## src/design/cai_pkg.sv

```systemverilog
// ----------------------------------------------------------------------------
// cai_pkg
// widths, register indexes, reset values and shared types of the isolation sum
// ----------------------------------------------------------------------------
package cai_pkg;

   localparam int SUM_WIDTH       = 32;
   localparam int OUT_WIDTH       = 32;
   localparam int ET_WIDTH        = 16;
   localparam int RADIUS_WIDTH    = 23;
   localparam int ETA_WIDTH       = 14;
   localparam int PHI_WIDTH       = 13;
   localparam int PT_WIDTH        = 16;
   localparam int Q_FRAC_BITS     = 16;

   localparam int DETA_WIDTH      = ETA_WIDTH + 1;
   localparam int DPHI_WIDTH      = PHI_WIDTH + 1;
   localparam int DETA_SQ_WIDTH   = 2 * ETA_WIDTH;
   localparam int DPHI_SQ_WIDTH   = 2 * PHI_WIDTH;
   localparam int DIST_WIDTH      = DETA_SQ_WIDTH + 1;

   localparam int DIV_WIDTH       = SUM_WIDTH + Q_FRAC_BITS;
   localparam int DIV_CNT_WIDTH   = $clog2(DIV_WIDTH);

   localparam int QUEUE_DEPTH     = 4;
   localparam int QUEUE_PTR_WIDTH = $clog2(QUEUE_DEPTH);
   localparam int QUEUE_CNT_WIDTH = $clog2(QUEUE_DEPTH + 1);

   localparam int CSR_DATA_WIDTH  = 23;
   localparam int CSR_INDEX_WIDTH = 3;

   localparam logic [CSR_INDEX_WIDTH-1:0] CSR_OUTER_RADIUS_SQ = 3'd0;
   localparam logic [CSR_INDEX_WIDTH-1:0] CSR_INNER_RADIUS_SQ = 3'd1;
   localparam logic [CSR_INDEX_WIDTH-1:0] CSR_RELATIVE_MODE   = 3'd2;
   localparam logic [CSR_INDEX_WIDTH-1:0] CSR_ELECTRON_ETA    = 3'd3;
   localparam logic [CSR_INDEX_WIDTH-1:0] CSR_ELECTRON_PHI    = 3'd4;
   localparam logic [CSR_INDEX_WIDTH-1:0] CSR_ELECTRON_PT     = 3'd5;

   // pi and two pi in 1/1024 rad
   localparam logic signed [DPHI_WIDTH-1:0] PI_LSB     = 14'sd3217;
   localparam logic signed [DPHI_WIDTH-1:0] NEG_PI_LSB = -14'sd3217;
   localparam logic signed [DPHI_WIDTH-1:0] TWO_PI_LSB = 14'sd6434;

   typedef struct packed {
      logic        [RADIUS_WIDTH-1:0] outer_radius_sq;
      logic        [RADIUS_WIDTH-1:0] inner_radius_sq;
      logic                           relative_mode;
      logic signed [ETA_WIDTH-1:0]    electron_eta;
      logic signed [PHI_WIDTH-1:0]    electron_phi;
      logic        [PT_WIDTH-1:0]     electron_pt;
   } cfg_type;

   // 0.4 squared for the outer radius, zero inner radius, relative mode
   localparam cfg_type CFG_RESET = '{
      outer_radius_sq: 23'd167772,
      inner_radius_sq: 23'd0,
      relative_mode:   1'b1,
      electron_eta:    14'sd0,
      electron_phi:    13'sd0,
      electron_pt:     16'd0
   };

   typedef struct packed {
      logic [ET_WIDTH-1:0] em_et;
      logic [ET_WIDTH-1:0] had_et;
      logic                last_tower;
   } tower_word_type;

   typedef struct packed {
      logic           valid;
      tower_word_type word;
   } queue_push_type;

   typedef struct packed {
      logic           valid;
      tower_word_type word;
   } queue_head_type;

endpackage

```

## src/design/cai_front.sv

```systemverilog
// ----------------------------------------------------------------------------
// cai_front
// tower intake: eta-phi distance to the electron and annulus classification
// ----------------------------------------------------------------------------
module cai_front import cai_pkg::*; (
   input  logic                        clock,
   input  logic                        reset,
   input  cfg_type                     cfg,
   input  logic                        req_valid,
   output logic                        req_stall,
   input  logic signed [ETA_WIDTH-1:0] req_tower_eta,
   input  logic signed [PHI_WIDTH-1:0] req_tower_phi,
   input  logic [ET_WIDTH-1:0]         req_em_et,
   input  logic [ET_WIDTH-1:0]         req_had_et,
   input  logic                        req_last_tower,
   input  logic [QUEUE_CNT_WIDTH-1:0]  queue_count,
   output queue_push_type              push
);

   logic                         a_valid_ff, a_valid_in;
   logic signed [DETA_WIDTH-1:0] a_deta_ff, a_deta_in;
   logic signed [DPHI_WIDTH-1:0] a_dphi_ff, a_dphi_in;
   tower_word_type               a_word_ff, a_word_in;

   logic                         b_valid_ff, b_valid_in;
   logic [DETA_SQ_WIDTH-1:0]     b_deta_sq_ff, b_deta_sq_in;
   logic [DPHI_SQ_WIDTH-1:0]     b_dphi_sq_ff, b_dphi_sq_in;
   tower_word_type               b_word_ff, b_word_in;

   logic [QUEUE_CNT_WIDTH:0]     occupancy;
   logic                         accept;
   logic signed [DPHI_WIDTH-1:0] dphi_raw;
   logic signed [2*DETA_WIDTH-1:0] deta_prod;
   logic signed [2*DPHI_WIDTH-1:0] dphi_prod;
   logic [DIST_WIDTH-1:0]        distance_sq;
   logic                         in_cone;

   // queue slots already spoken for by words in flight
   assign occupancy = {1'b0, queue_count}
                    + (QUEUE_CNT_WIDTH + 1)'(a_valid_ff)
                    + (QUEUE_CNT_WIDTH + 1)'(b_valid_ff);
   assign req_stall = reset || (occupancy >= (QUEUE_CNT_WIDTH + 1)'(QUEUE_DEPTH));
   assign accept    = req_valid && !req_stall;

   assign dphi_raw = {req_tower_phi[PHI_WIDTH-1], req_tower_phi}
                   - {cfg.electron_phi[PHI_WIDTH-1], cfg.electron_phi};

   always_comb begin
      a_valid_in       = accept;
      a_deta_in        = {req_tower_eta[ETA_WIDTH-1], req_tower_eta}
                       - {cfg.electron_eta[ETA_WIDTH-1], cfg.electron_eta};
      a_word_in.em_et      = req_em_et;
      a_word_in.had_et     = req_had_et;
      a_word_in.last_tower = req_last_tower;
      if (dphi_raw > PI_LSB) begin
         a_dphi_in = dphi_raw - TWO_PI_LSB;
      end else if (dphi_raw < NEG_PI_LSB) begin
         a_dphi_in = dphi_raw + TWO_PI_LSB;
      end else begin
         a_dphi_in = dphi_raw;
      end
   end

   assign deta_prod = a_deta_ff * a_deta_ff;
   assign dphi_prod = a_dphi_ff * a_dphi_ff;

   always_comb begin
      b_valid_in   = a_valid_ff;
      b_deta_sq_in = deta_prod[DETA_SQ_WIDTH-1:0];
      b_dphi_sq_in = dphi_prod[DPHI_SQ_WIDTH-1:0];
      b_word_in    = a_word_ff;
   end

   assign distance_sq = DIST_WIDTH'(b_deta_sq_ff) + DIST_WIDTH'(b_dphi_sq_ff);
   assign in_cone     = (distance_sq < DIST_WIDTH'(cfg.outer_radius_sq))
                     && (distance_sq > DIST_WIDTH'(cfg.inner_radius_sq));

   always_comb begin
      push.valid           = b_valid_ff;
      push.word.em_et      = in_cone ? b_word_ff.em_et : '0;
      push.word.had_et     = in_cone ? b_word_ff.had_et : '0;
      push.word.last_tower = b_word_ff.last_tower;
   end

   always_ff @(posedge clock) begin
      a_deta_ff    <= a_deta_in;
      a_dphi_ff    <= a_dphi_in;
      a_word_ff    <= a_word_in;
      b_deta_sq_ff <= b_deta_sq_in;
      b_dphi_sq_ff <= b_dphi_sq_in;
      b_word_ff    <= b_word_in;
      if (reset) begin
         a_valid_ff <= 1'b0;
         b_valid_ff <= 1'b0;
      end else begin
         a_valid_ff <= a_valid_in;
         b_valid_ff <= b_valid_in;
      end
   end

endmodule

```

## src/design/cai_queue.sv

```systemverilog
// ----------------------------------------------------------------------------
// cai_queue
// short queue of classified tower words between intake and accumulator
// ----------------------------------------------------------------------------
module cai_queue import cai_pkg::*; (
   input  logic                       clock,
   input  logic                       reset,
   input  queue_push_type             push,
   input  logic                       pop,
   output queue_head_type             head,
   output logic [QUEUE_CNT_WIDTH-1:0] count
);

   tower_word_type               slot_ff [QUEUE_DEPTH];
   logic [QUEUE_PTR_WIDTH-1:0]   wr_ptr_ff, wr_ptr_in;
   logic [QUEUE_PTR_WIDTH-1:0]   rd_ptr_ff, rd_ptr_in;
   logic [QUEUE_CNT_WIDTH-1:0]   count_ff, count_in;

   always_comb begin
      wr_ptr_in = wr_ptr_ff;
      rd_ptr_in = rd_ptr_ff;
      count_in  = count_ff;
      if (push.valid) begin
         wr_ptr_in = (wr_ptr_ff == QUEUE_PTR_WIDTH'(QUEUE_DEPTH - 1))
                   ? '0 : wr_ptr_ff + 1'b1;
      end
      if (pop) begin
         rd_ptr_in = (rd_ptr_ff == QUEUE_PTR_WIDTH'(QUEUE_DEPTH - 1))
                   ? '0 : rd_ptr_ff + 1'b1;
      end
      if (push.valid && !pop) begin
         count_in = count_ff + 1'b1;
      end else if (pop && !push.valid) begin
         count_in = count_ff - 1'b1;
      end
   end

   assign head.valid = (count_ff != '0);
   assign head.word  = slot_ff[rd_ptr_ff];
   assign count      = count_ff;

   always_ff @(posedge clock) begin
      if (push.valid) begin
         slot_ff[wr_ptr_ff] <= push.word;
      end
      if (reset) begin
         wr_ptr_ff <= '0;
         rd_ptr_ff <= '0;
         count_ff  <= '0;
      end else begin
         wr_ptr_ff <= wr_ptr_in;
         rd_ptr_ff <= rd_ptr_in;
         count_ff  <= count_in;
      end
   end

endmodule

```

## src/design/cai_back.sv

```systemverilog
// ----------------------------------------------------------------------------
// cai_back
// saturating accumulation, shift-subtract pT division and result register
// ----------------------------------------------------------------------------
module cai_back import cai_pkg::*; (
   input  logic                 clock,
   input  logic                 reset,
   input  cfg_type              cfg,
   input  queue_head_type       head,
   output logic                 pop,
   output logic                 rsp_valid,
   input  logic                 rsp_stall,
   output logic [OUT_WIDTH-1:0] rsp_em_isolation,
   output logic [OUT_WIDTH-1:0] rsp_had_isolation,
   output logic                 rsp_momentum_missing
);

   typedef enum logic {ST_ACCUM, ST_DIVIDE} state_type;

   typedef struct packed {
      logic [DIV_WIDTH-1:0] num;
      logic [PT_WIDTH-1:0]  rem;
   } div_step_type;

   function automatic logic [SUM_WIDTH-1:0] sat_add(
      input logic [SUM_WIDTH-1:0] sum,
      input logic [ET_WIDTH-1:0]  et
   );
      logic [SUM_WIDTH:0] total;
      total = {1'b0, sum} + (SUM_WIDTH + 1)'(et);
      return total[SUM_WIDTH] ? '1 : total[SUM_WIDTH-1:0];
   endfunction

   function automatic logic [OUT_WIDTH-1:0] sat_out(input logic [DIV_WIDTH-1:0] v);
      return (|v[DIV_WIDTH-1:OUT_WIDTH]) ? '1 : v[OUT_WIDTH-1:0];
   endfunction

   // one quotient bit per call, quotient shifts in where the dividend leaves
   function automatic div_step_type div_step(
      input logic [DIV_WIDTH-1:0] num,
      input logic [PT_WIDTH-1:0]  rem,
      input logic [PT_WIDTH-1:0]  divisor
   );
      logic [PT_WIDTH:0] trial;
      logic              fits;
      div_step_type      r;
      trial = {rem, num[DIV_WIDTH-1]};
      fits  = (trial >= {1'b0, divisor});
      r.rem = fits ? PT_WIDTH'(trial - {1'b0, divisor}) : trial[PT_WIDTH-1:0];
      r.num = {num[DIV_WIDTH-2:0], fits};
      return r;
   endfunction

   state_type              state_ff, state_in;
   logic [SUM_WIDTH-1:0]   em_sum_ff, em_sum_in;
   logic [SUM_WIDTH-1:0]   had_sum_ff, had_sum_in;
   logic [DIV_WIDTH-1:0]   em_num_ff, em_num_in;
   logic [DIV_WIDTH-1:0]   had_num_ff, had_num_in;
   logic [PT_WIDTH-1:0]    em_rem_ff, em_rem_in;
   logic [PT_WIDTH-1:0]    had_rem_ff, had_rem_in;
   logic [DIV_CNT_WIDTH-1:0] div_cnt_ff, div_cnt_in;
   logic                   rsp_valid_ff, rsp_valid_in;
   logic [OUT_WIDTH-1:0]   rsp_em_ff, rsp_em_in;
   logic [OUT_WIDTH-1:0]   rsp_had_ff, rsp_had_in;
   logic                   rsp_missing_ff, rsp_missing_in;

   logic                   out_free;
   logic                   missing;
   logic [SUM_WIDTH-1:0]   em_next, had_next;
   div_step_type           em_step, had_step;

   assign out_free = !rsp_valid_ff || !rsp_stall;
   assign missing  = cfg.relative_mode && (cfg.electron_pt == '0);
   assign em_next  = sat_add(em_sum_ff, head.word.em_et);
   assign had_next = sat_add(had_sum_ff, head.word.had_et);
   assign em_step  = div_step(em_num_ff, em_rem_ff, cfg.electron_pt);
   assign had_step = div_step(had_num_ff, had_rem_ff, cfg.electron_pt);

   always_comb begin
      state_in       = state_ff;
      em_sum_in      = em_sum_ff;
      had_sum_in     = had_sum_ff;
      em_num_in      = em_num_ff;
      had_num_in     = had_num_ff;
      em_rem_in      = em_rem_ff;
      had_rem_in     = had_rem_ff;
      div_cnt_in     = div_cnt_ff;
      rsp_valid_in   = rsp_valid_ff && rsp_stall;
      rsp_em_in      = rsp_em_ff;
      rsp_had_in     = rsp_had_ff;
      rsp_missing_in = rsp_missing_ff;
      pop            = 1'b0;
      case (state_ff)
         ST_ACCUM: begin
            if (head.valid && (!head.word.last_tower || out_free)) begin
               pop = 1'b1;
               if (!head.word.last_tower) begin
                  em_sum_in  = em_next;
                  had_sum_in = had_next;
               end else begin
                  em_sum_in  = '0;
                  had_sum_in = '0;
                  if (cfg.relative_mode && !missing) begin
                     state_in   = ST_DIVIDE;
                     em_num_in  = DIV_WIDTH'(em_next) << Q_FRAC_BITS;
                     had_num_in = DIV_WIDTH'(had_next) << Q_FRAC_BITS;
                     em_rem_in  = '0;
                     had_rem_in = '0;
                     div_cnt_in = '0;
                  end else begin
                     rsp_valid_in   = 1'b1;
                     rsp_em_in      = missing ? '1 : sat_out(DIV_WIDTH'(em_next));
                     rsp_had_in     = missing ? '1 : sat_out(DIV_WIDTH'(had_next));
                     rsp_missing_in = missing;
                  end
               end
            end
         end
         ST_DIVIDE: begin
            em_num_in  = em_step.num;
            had_num_in = had_step.num;
            em_rem_in  = em_step.rem;
            had_rem_in = had_step.rem;
            div_cnt_in = div_cnt_ff + 1'b1;
            if (div_cnt_ff == DIV_CNT_WIDTH'(DIV_WIDTH - 1)) begin
               state_in       = ST_ACCUM;
               rsp_valid_in   = 1'b1;
               rsp_em_in      = sat_out(em_step.num);
               rsp_had_in     = sat_out(had_step.num);
               rsp_missing_in = 1'b0;
            end
         end
         default: begin
            state_in = ST_ACCUM;
         end
      endcase
   end

   always_ff @(posedge clock) begin
      em_num_ff      <= em_num_in;
      had_num_ff     <= had_num_in;
      em_rem_ff      <= em_rem_in;
      had_rem_ff     <= had_rem_in;
      div_cnt_ff     <= div_cnt_in;
      rsp_em_ff      <= rsp_em_in;
      rsp_had_ff     <= rsp_had_in;
      rsp_missing_ff <= rsp_missing_in;
      if (reset) begin
         state_ff     <= ST_ACCUM;
         em_sum_ff    <= '0;
         had_sum_ff   <= '0;
         rsp_valid_ff <= 1'b0;
      end else begin
         state_ff     <= state_in;
         em_sum_ff    <= em_sum_in;
         had_sum_ff   <= had_sum_in;
         rsp_valid_ff <= rsp_valid_in;
      end
   end

   assign rsp_valid            = rsp_valid_ff;
   assign rsp_em_isolation     = rsp_em_ff;
   assign rsp_had_isolation    = rsp_had_ff;
   assign rsp_momentum_missing = rsp_missing_ff;

endmodule

```

## src/design/cone_annulus_energy_isolation.sv

```systemverilog
// ----------------------------------------------------------------------------
// cone_annulus_energy_isolation
// Each tower passes a two-stage distance pipeline (eta/phi differences with
// phi wrap, then squares and the annulus compare) into a four-word queue.
// Intake takes and the accumulator drains one tower per cycle unless intake
// stalls, the divider runs or a last tower waits on a held result. The last
// tower of a list in relative mode starts a shift-subtract divider by the
// electron pT over the sum width plus 16 fraction bits for both sums at once.
// Absolute mode and the missing-pT case give their result on the cycle after
// the last tower leaves the queue. Results wait in an output register while
// following towers are already accepted. The user must write configuration
// only while idle; the block itself does not enforce it.
// ----------------------------------------------------------------------------
module cone_annulus_energy_isolation import cai_pkg::*; (
   input  logic                        clock,
   input  logic                        reset,
   input  logic                        csr_wr_en,
   input  logic [CSR_INDEX_WIDTH-1:0]  csr_index,
   input  logic [CSR_DATA_WIDTH-1:0]   csr_wdata,
   input  logic                        req_valid,
   output logic                        req_stall,
   input  logic signed [ETA_WIDTH-1:0] req_tower_eta,
   input  logic signed [PHI_WIDTH-1:0] req_tower_phi,
   input  logic [ET_WIDTH-1:0]         req_em_et,
   input  logic [ET_WIDTH-1:0]         req_had_et,
   input  logic                        req_last_tower,
   output logic                        rsp_valid,
   input  logic                        rsp_stall,
   output logic [OUT_WIDTH-1:0]        rsp_em_isolation,
   output logic [OUT_WIDTH-1:0]        rsp_had_isolation,
   output logic                        rsp_momentum_missing
);

   cfg_type                      cfg_ff, cfg_in;
   queue_push_type               push;
   queue_head_type               head;
   logic                         pop;
   logic [QUEUE_CNT_WIDTH-1:0]   queue_count;

   always_comb begin
      cfg_in = cfg_ff;
      if (csr_wr_en) begin
         case (csr_index)
            CSR_OUTER_RADIUS_SQ: cfg_in.outer_radius_sq = csr_wdata[RADIUS_WIDTH-1:0];
            CSR_INNER_RADIUS_SQ: cfg_in.inner_radius_sq = csr_wdata[RADIUS_WIDTH-1:0];
            CSR_RELATIVE_MODE:   cfg_in.relative_mode   = csr_wdata[0];
            CSR_ELECTRON_ETA:    cfg_in.electron_eta    = csr_wdata[ETA_WIDTH-1:0];
            CSR_ELECTRON_PHI:    cfg_in.electron_phi    = csr_wdata[PHI_WIDTH-1:0];
            CSR_ELECTRON_PT:     cfg_in.electron_pt     = csr_wdata[PT_WIDTH-1:0];
            default: begin
               cfg_in = cfg_ff;
            end
         endcase
      end
   end

   always_ff @(posedge clock) begin
      if (reset) begin
         cfg_ff <= CFG_RESET;
      end else begin
         cfg_ff <= cfg_in;
      end
   end

   cai_front u_front (
      .clock          (clock),
      .reset          (reset),
      .cfg            (cfg_ff),
      .req_valid      (req_valid),
      .req_stall      (req_stall),
      .req_tower_eta  (req_tower_eta),
      .req_tower_phi  (req_tower_phi),
      .req_em_et      (req_em_et),
      .req_had_et     (req_had_et),
      .req_last_tower (req_last_tower),
      .queue_count    (queue_count),
      .push           (push)
   );

   cai_queue u_queue (
      .clock (clock),
      .reset (reset),
      .push  (push),
      .pop   (pop),
      .head  (head),
      .count (queue_count)
   );

   cai_back u_back (
      .clock                (clock),
      .reset                (reset),
      .cfg                  (cfg_ff),
      .head                 (head),
      .pop                  (pop),
      .rsp_valid            (rsp_valid),
      .rsp_stall            (rsp_stall),
      .rsp_em_isolation     (rsp_em_isolation),
      .rsp_had_isolation    (rsp_had_isolation),
      .rsp_momentum_missing (rsp_momentum_missing)
   );

endmodule

```

## config.mk

```make
export PLATFORM = sky130hd
export DESIGN_NAME = cone_annulus_energy_isolation
export DESIGN_NICKNAME = d
export VERILOG_FILES = /design/src/design/cai_pkg.sv /design/src/design/cai_front.sv /design/src/design/cai_queue.sv /design/src/design/cai_back.sv /design/src/design/cone_annulus_energy_isolation.sv
export SDC_FILE = /design/constraint.sdc
export NUM_CORES = 2
export LEC_CHECK = 0
export CAP_MARGIN = 20
export CORE_MARGIN = 2
export CORE_UTILIZATION = 35
export DETAILED_ROUTE_END_ITERATION = 6
export DONT_BUFFER_PORTS = 1
export PLACE_DENSITY = 0.61
export SLEW_MARGIN = 10
export SYNTH_ARGS = -nofsm -noshare
export SYNTH_HDL_FRONTEND = slang
export SYNTH_SLANG_ARGS = --single-unit
```

## constraint.sdc

```tcl
create_clock -name clock -period 13.74 [get_ports clock]
set_clock_uncertainty 0.1 [all_clocks]
set_input_delay 2.061 -clock clock [delete_from_list [all_inputs] [get_ports clock]]
set_output_delay 2.061 -clock clock [all_outputs]
set_load 0.1 [all_outputs]
```

# Word-level counts from Yosys, hierarchy flattened
# Memory sizes are Yosys's and may differ from the RTL's. A register that Yosys moved wholly into a read port is not among the register bits.
# Index checks and enable logic that the tools add are counted.
[word_totals]
register_bits = 513
ram_bits = 132
inputBits = 91
output_inout_bits = 67
word_cells = 172
n_memories = 1
[mem_list]
columns = ["memory", "depth", "width", "rd", "rd_clocked_by_memory_dff", "wr", "line", "rtl"]
rows = [
  ["u_queue.slot_ff", 4, 33, 1, 1, 1, "cai_queue.sv:14", "tower_word_type slot_ff [QUEUE_DEPTH];"],
]
[op_classes]
add_sub_neg = 16
mul = 2
order_cmp = 7
eq_ne = 13
n_mux = 66
bitwise = 1
n_reduce_logical = 33
[op_table]
columns = ["operator", "n"]
rows = [
  ["two-way mux 32 bit", 16],
  ["two-way mux 48 bit", 6],
  ["case mux 48 bit (2 select lines)", 2],
  ["case mux 32 bit (2 select lines)", 2],
  ["two-way mux 16 bit", 7],
  ["adder 32 x 16 -> 33 bit", 2],
  ["case mux 16 bit (2 select lines)", 2],
  [">= comparator 17 x 16 -> 1 bit", 2],
  ["OR reduction 16 bit", 2],
  ["subtractor 16 bit", 2],
  ["adder 28 x 26 -> 29 bit", 1],
  ["> comparator 29 x 23 -> 1 bit", 1],
  ["< comparator 29 x 23 -> 1 bit", 1],
  ["multiplier 15 x 15 -> 28 bit", 1],
  ["two-way mux 14 bit", 2],
  ["multiplier 14 x 14 -> 26 bit", 1],
  ["two-way mux 6 bit", 3],
  ["logical NOT 16 bit", 1],
  ["two-way mux 1 bit", 16],
  ["subtractor 14 x 14 -> 15 bit", 1],
  ["adder 14 bit (second input constant)", 1],
  ["> comparator 14 x 13 -> 1 bit (second input constant)", 1],
  ["< comparator 14 x 13 -> 1 bit (second input constant)", 1],
  ["AND reduction 2 bit", 7],
  ["other kinds (29)", 57],
]

# Longest topological paths before layout
[logic_depth]
word_depth = 9
mapped_depth = 25
depth_no_buf = 24

# By module
# Synthesis repeated with hierarchy kept, for this count alone.
[unflattened]
cells_unflattened = 4345
hier_area_um2 = 44799.2
[by_module_without_submodules]
columns = ["module", "instances", "cells_each", "area_per_inst_um2", "seq_area_each_um2"]
rows = [
  ["cai_front", 1, 2301, 21130.3, 2982.9],
  ["cai_back", 1, 1491, 14767.9, 7297.0],
  ["cai_queue", 1, 216, 5242.5, 4144.0],
  ["cone_annulus_energy_isolation", 1, 337, 3658.5, 1801.7],
]

# Worst setup path after synthesis
# OpenSTA, ideal clock, no wires.
[synth_path]
kind = "input-to-reg"
start = "input rsp_stall"
end = "register u_back.div_cnt_ff[0], enable pin"
setup_time_ns = 0.814
t_arrival_ns = 11.606
required_time_ns = 12.826
slack_ns = 1.220
cell_stages = 3
path_buffers = 0
cell_sequence = "nand2_1 nand3b_1 o21ai_0"
[synth_via]
elab_chain_cells = 6
[synth_rtl]
columns = ["element", "line", "rtl"]
rows = [
  ["start, declared", "cone_annulus_energy_isolation.sv:28", "input logic rsp_stall,"],
  ["logical NOT 1 bit", "cai_back.sv:72", "assign out_free = !rsp_valid_ff || !rsp_stall;"],
  ["logical OR 1 bit", "cai_back.sv:72", ""],
  ["logical OR 1 bit", "cai_back.sv:95", "if (head.valid && (!head.word.last_tower || out_free)) begin"],
  ["logical AND 1 bit", "cai_back.sv:95", ""],
  ["inequality test 2 x 1 -> 1 bit (no source line)", "--", ""],
  ["AND reduction 3 bit (no source line)", "--", ""],
  ["end signal, assigned", "cai_back.sv:144", "div_cnt_ff <= div_cnt_in;"],
  ["end, declared", "cai_back.sv:61", "logic [DIV_CNT_WIDTH-1:0] div_cnt_ff, div_cnt_in;"],
]
# Every way passes these cells.
# A chain may end at the register's enable or synchronous reset.

# Worst setup path after layout
[layout_path]
start = "register u_front.a_deta_ff[14]"
end = "register u_front.b_deta_sq_ff[26]"
[layout_via]
elab_chain_cells = 1
[layout_rtl]
columns = ["element", "line", "rtl"]
rows = [
  ["start, declared", "cai_front.sv:21", "logic signed [DETA_WIDTH-1:0] a_deta_ff, a_deta_in;"],
  ["start signal, assigned", "cai_front.sv:86", "a_deta_ff <= a_deta_in;"],
  ["multiplier 15 x 15 -> 28 bit", "cai_front.sv:64", "assign deta_prod = a_deta_ff * a_deta_ff;"],
  ["via u_front.deta_prod[26]", "cai_front.sv:33", "logic signed [2*DETA_WIDTH-1:0] deta_prod;"],
  ["end signal, assigned", "cai_front.sv:89", "b_deta_sq_ff <= b_deta_sq_in;"],
  ["end, declared", "cai_front.sv:26", "logic [DETA_SQ_WIDTH-1:0] b_deta_sq_ff, b_deta_sq_in;"],
]
# The timed path passes the listed nets, and every way through them passes these cells.

==> run_results.csv <==
group,metric,value,unit
critical_path,slowest_stage,"fa_1",
final_layout,nets,5159,
clock_network,numCtsBuffers,76,
floorplanning,start_util,0.353,
placement,gp_congestion,0.882,
sta,period_share,0.497,
run_status,status,"finished, final reports clean",
critical_path,endpoint_kind,"flip-flop",
final_layout,final_core_util,0.389,
critical_path,worstSetupPathType,"reg2reg",
detailed_routing,dr.pass1.iters,5,
synthesis,syn_area,44300,µm²
synthesis,yosysSeqAreaShare,0.367,
detailed_routing,drc_errors,0,
clock_network,clk_pin_slew,0.07,ns
global_routing,grt_max_degree,142,
clock_network,cts_buffer_depth,3,
final_layout,syn_to_final_growth,10.3,%
detailed_routing,routed_wl,109000,µm
clock_network,cts_hold_buffers,0,
synthesis,synth.distinct_cells,107,
global_routing,antenna_found_initial,2,
flow_run,drv_cap,0,
global_routing,use_met3,0.0394,
global_routing,grt_usage,0.169,
critical_path,worstPathRequired,14.21,ns
clock_network,cts_root_buffer,"clkbuf_16",
placement,port_buffers,0,
clock_network,cts_tree,"done",
synthesis,syn_area_per_cell,9.97,µm²
synthesis,synth_warnings,0,
sta,rsz0062_at_grt,"no",
critical_path,critPathTopFamily,"adder cells",
critical_path,cp_max_fo,16,
sta,finalSetupViolations,0,
global_routing,gr-usage-met2,0.270,
clock_network,post_cts_resized,0,
floorplanning,row_count,130,
floorplanning,core_area,126000,µm²
global_routing,grt_pass1_vias,31049,
critical_path,crit_buf_inv,5,
synthesis,synth_seq_cells,645,
clock_network,clk_latency,0.65,ns
critical_path,slowest_delay,0.71,ns
hold_path,min-delay-start,"u_front.a_word_ff[0]$_DFF_P_",
sta,slew_violations,0,
hold_path,min_path_type,"reg2reg",
global_routing,grt-busiest-layer,"met2",
clock_network,htreeDepth,3,
global_routing,grt_util_met1,0.227,
critical_path,cp-start-kind,"flip-flop",
placement,hpwl,82800,µm
sta,finalHoldViolCount,0,
floorplanning,die_area,129000,µm²
sta,slew_headroom,0.235,
detailed_routing,drtIter0Drc,2078,
sta,period_minus_slack,6.83,ns
critical_path,path_cells,"inv_1 -> nor2_1 -> fa_1 -> inv_1 -> fa_1 -> inv_1 -> fa_1 -> fa_1 -> fa_1 -> inv_1 -> fa_1 -> inv_1 -> ha_1 -> and4_1 -> and2_1 -> a31oi_1 -> nand2_1 -> o41a_1 -> a211o_1 -> a21oi_1 -> xnor2_1",
clock_network,post-cts-setup-buffer-count,0,
critical_path,cp_common_cell,"fa_1",
critical_path,r2r-start,"u_front.a_deta_ff[14]$_DFF_P_",
sta,fmax,146,MHz
final_layout,fill_cells,12344,
floorplanning,ioPinCount,158,
floorplanning,die_h,360,µm
detailed_routing,ant_nets,0,
detailed_routing,dr_total_vias,30658,
global_routing,grt_overflow,0,
synthesis,async_flop_share,0,
synthesis,synth_edf_count,331,
sta,fin_tns_setup,0,ns
global_routing,grt_pass1_wl,173000,µm
detailed_routing,wl_per_cell,17.8,µm
final_layout,drive_gt1_frac,0.0610,
sta,tightest_slew,1.14,ns
floorplanning,die_w,360,µm
clock_network,cts_sinks,645,
synthesis,synth_ff_type,"edfxtp_1",
detailed_routing,via_per_inst,5.02,
critical_path,cp_data_arrival_time,7.30,ns
synthesis,syn_nets,5205,
synthesis,netlist_instances,4439,
critical_path,critPathLaunch,"u_front.a_deta_ff[14]$_DFF_P_",
final timing paths:
| kind | endpoint | slack [ns] | cells after the start |
|---|---|---|---|
| setup / recovery | u_front.b_deta_sq_ff[26]$_DFF_P_ | 6.91 | 21 |
| hold / removal | u_front.push[0]$_DFF_P_ | 0.21 | 0 |
| setup reg to reg | u_front.b_deta_sq_ff[26]$_DFF_P_ | 6.91 | 21 |
| hold reg to reg | u_front.push[0]$_DFF_P_ | 0.21 | 0 |
cell usage after synthesis, types with 8 or more instances:
cell type / count / share of area
o21a_1: 24 / 0.0041
xor2_1: 53 / 0.010
dfxtp_1: 314 / 0.14
o21ai_1: 11 / 0.0012
a22oi_1: 24 / 0.0041
nor3_1: 59 / 0.0067
o21ai_0: 162 / 0.018
inv_1: 712 / 0.060
or3_1: 19 / 0.0027
xnor2_1: 120 / 0.024
o31ai_1: 10 / 0.0017
and3_1: 26 / 0.0037
mux4_2: 33 / 0.017
nor2_1: 318 / 0.027
a21o_1: 81 / 0.014
a211oi_1: 25 / 0.0042
o211ai_1: 25 / 0.0042
buf_1: 11 / 0.00093
nor3b_1: 8 / 0.0014
nand2_1: 421 / 0.036
ha_1: 315 / 0.089
o21bai_1: 12 / 0.0020
nor4_1: 20 / 0.0028
mux2i_1: 29 / 0.0066
fa_1: 360 / 0.16
nand4_1: 23 / 0.0033
nand2b_1: 24 / 0.0034
nand3_1: 60 / 0.0068
and2_1: 157 / 0.022
a21oi_1: 258 / 0.029
a211o_1: 11 / 0.0022
buf_2: 11 / 0.0012
edfxtp_1: 331 / 0.22
a31oi_1: 36 / 0.0051
clkbuf_1: 129 / 0.011
nor2b_1: 43 / 0.0061
layout by cell type, fill, tap and decap left out, types with 20 or more instances in the layout:
cell type / synthesis / routed
mux4_2: 33 / 33
fa_1: 360 / 360
and3_1: 26 / 26
clkbuf_16: 0 / 78
nor2_1: 318 / 316
nand2_1: 421 / 421
and2_1: 157 / 157
dfxtp_1: 314 / 312
a31oi_1: 36 / 35
o21a_1: 24 / 24
nand4_1: 23 / 23
nor3_1: 59 / 57
ha_1: 315 / 315
xnor2_1: 120 / 120
nor4_1: 20 / 20
mux2i_1: 29 / 29
inv_1: 712 / 712
a21oi_1: 258 / 256
a211oi_1: 25 / 25
nor2b_1: 43 / 43
edfxtp_1: 331 / 331
nand3_1: 60 / 60
a22oi_1: 24 / 24
nand2b_1: 24 / 24
a21o_1: 81 / 81
buf_4: 2 / 23
xor2_1: 53 / 53
o21ai_0: 162 / 161
o211ai_1: 25 / 25
cells by family (layout without fill, tap and decap cells):
kind of cell / after synthesis / after routing / share of synthesized area
adder cells (fa/ha/maj): 675 / 675 / 0.252
other: 0 / 6 / 0
multiplexers: 65 / 65 / 0.0241
flip-flops: 645 / 645 / 0.367
XOR/XNOR: 180 / 180 / 0.0373
buffers and inverters: 870 / 888 / 0.0747
AND/OR/NAND/NOR: 1214 / 1214 / 0.128
AO/OA/AOI/OAI: 790 / 790 / 0.117
through the flow:
stage          cell area [µm²]  std cells  setup WS (ns)  hold WS [ns]
2_1_floorplan            44300       4439           1.22         0.210
3_3_place_gp             45900       5957           7.00         0.214
3_5_place_dp             45900       5957           6.95         0.212
4_1_cts                  48700       6099           6.91         0.213
5_1_grt                  48800       6107           6.55         0.219
6_report                 48800       6113           6.91         0.209
worst register-to-register path: cells and delay by family (launching register included):
kind | cells | cell delay [ns]
xor+xnor | 1 | 0.13
simple gates | 4 | 0.70
buf+inv | 5 | 0.73
fa+ha+maj | 7 | 3.62
flops | 1 | 0.47
compound gates | 4 | 0.99
state kept, by name (all words and copies together) (netlist names), 15 cells and up, named ones only:
name,flops
u_queue.slot_ff,132
cfg_ff,90
u_back.em_num_ff,48
u_back.had_num_ff,48
u_front.a_word_ff,33
u_back.em_sum_ff,32
u_back.had_sum_ff,32
u_back.rsp_em_isolation,32
u_back.rsp_had_isolation,32
u_front.b_word_ff,32
u_front.b_deta_sq_ff,27
u_front.b_dphi_sq_ff,25
u_back.em_rem_ff,16
u_back.had_rem_ff,16
u_front.a_deta_ff,15
cell type report:
| type | instances | area [µm²] | share of cell area |
|---|---|---|---|
| clock buffers | 95 | 2070 | 0.0423 |
| clock inverters | 47 | 653 | 0.0134 |
| multi-input cells | 2924 | 24800 | 0.508 |
| inverters | 715 | 2690 | 0.0550 |
| repair buffers | 31 | 323 | 0.00661 |
| diodes | 6 | 15.0 | 0.000307 |
| flip-flops and latches | 645 | 16200 | 0.332 |
| well taps | 1650 | 2060 | 0.0423 |
metal layers:
metal | vias up | part of all wire
li1 | 14697 | -
met1 | 15143 | 0.45
met2 | 675 | 0.46
met3 | 143 | 0.066
met4 | 0 | 0.024
met5 | - | 0
Power is not shown: default switching activity piles up to over one toggle a cycle in this logic, so the estimate is an artifact.
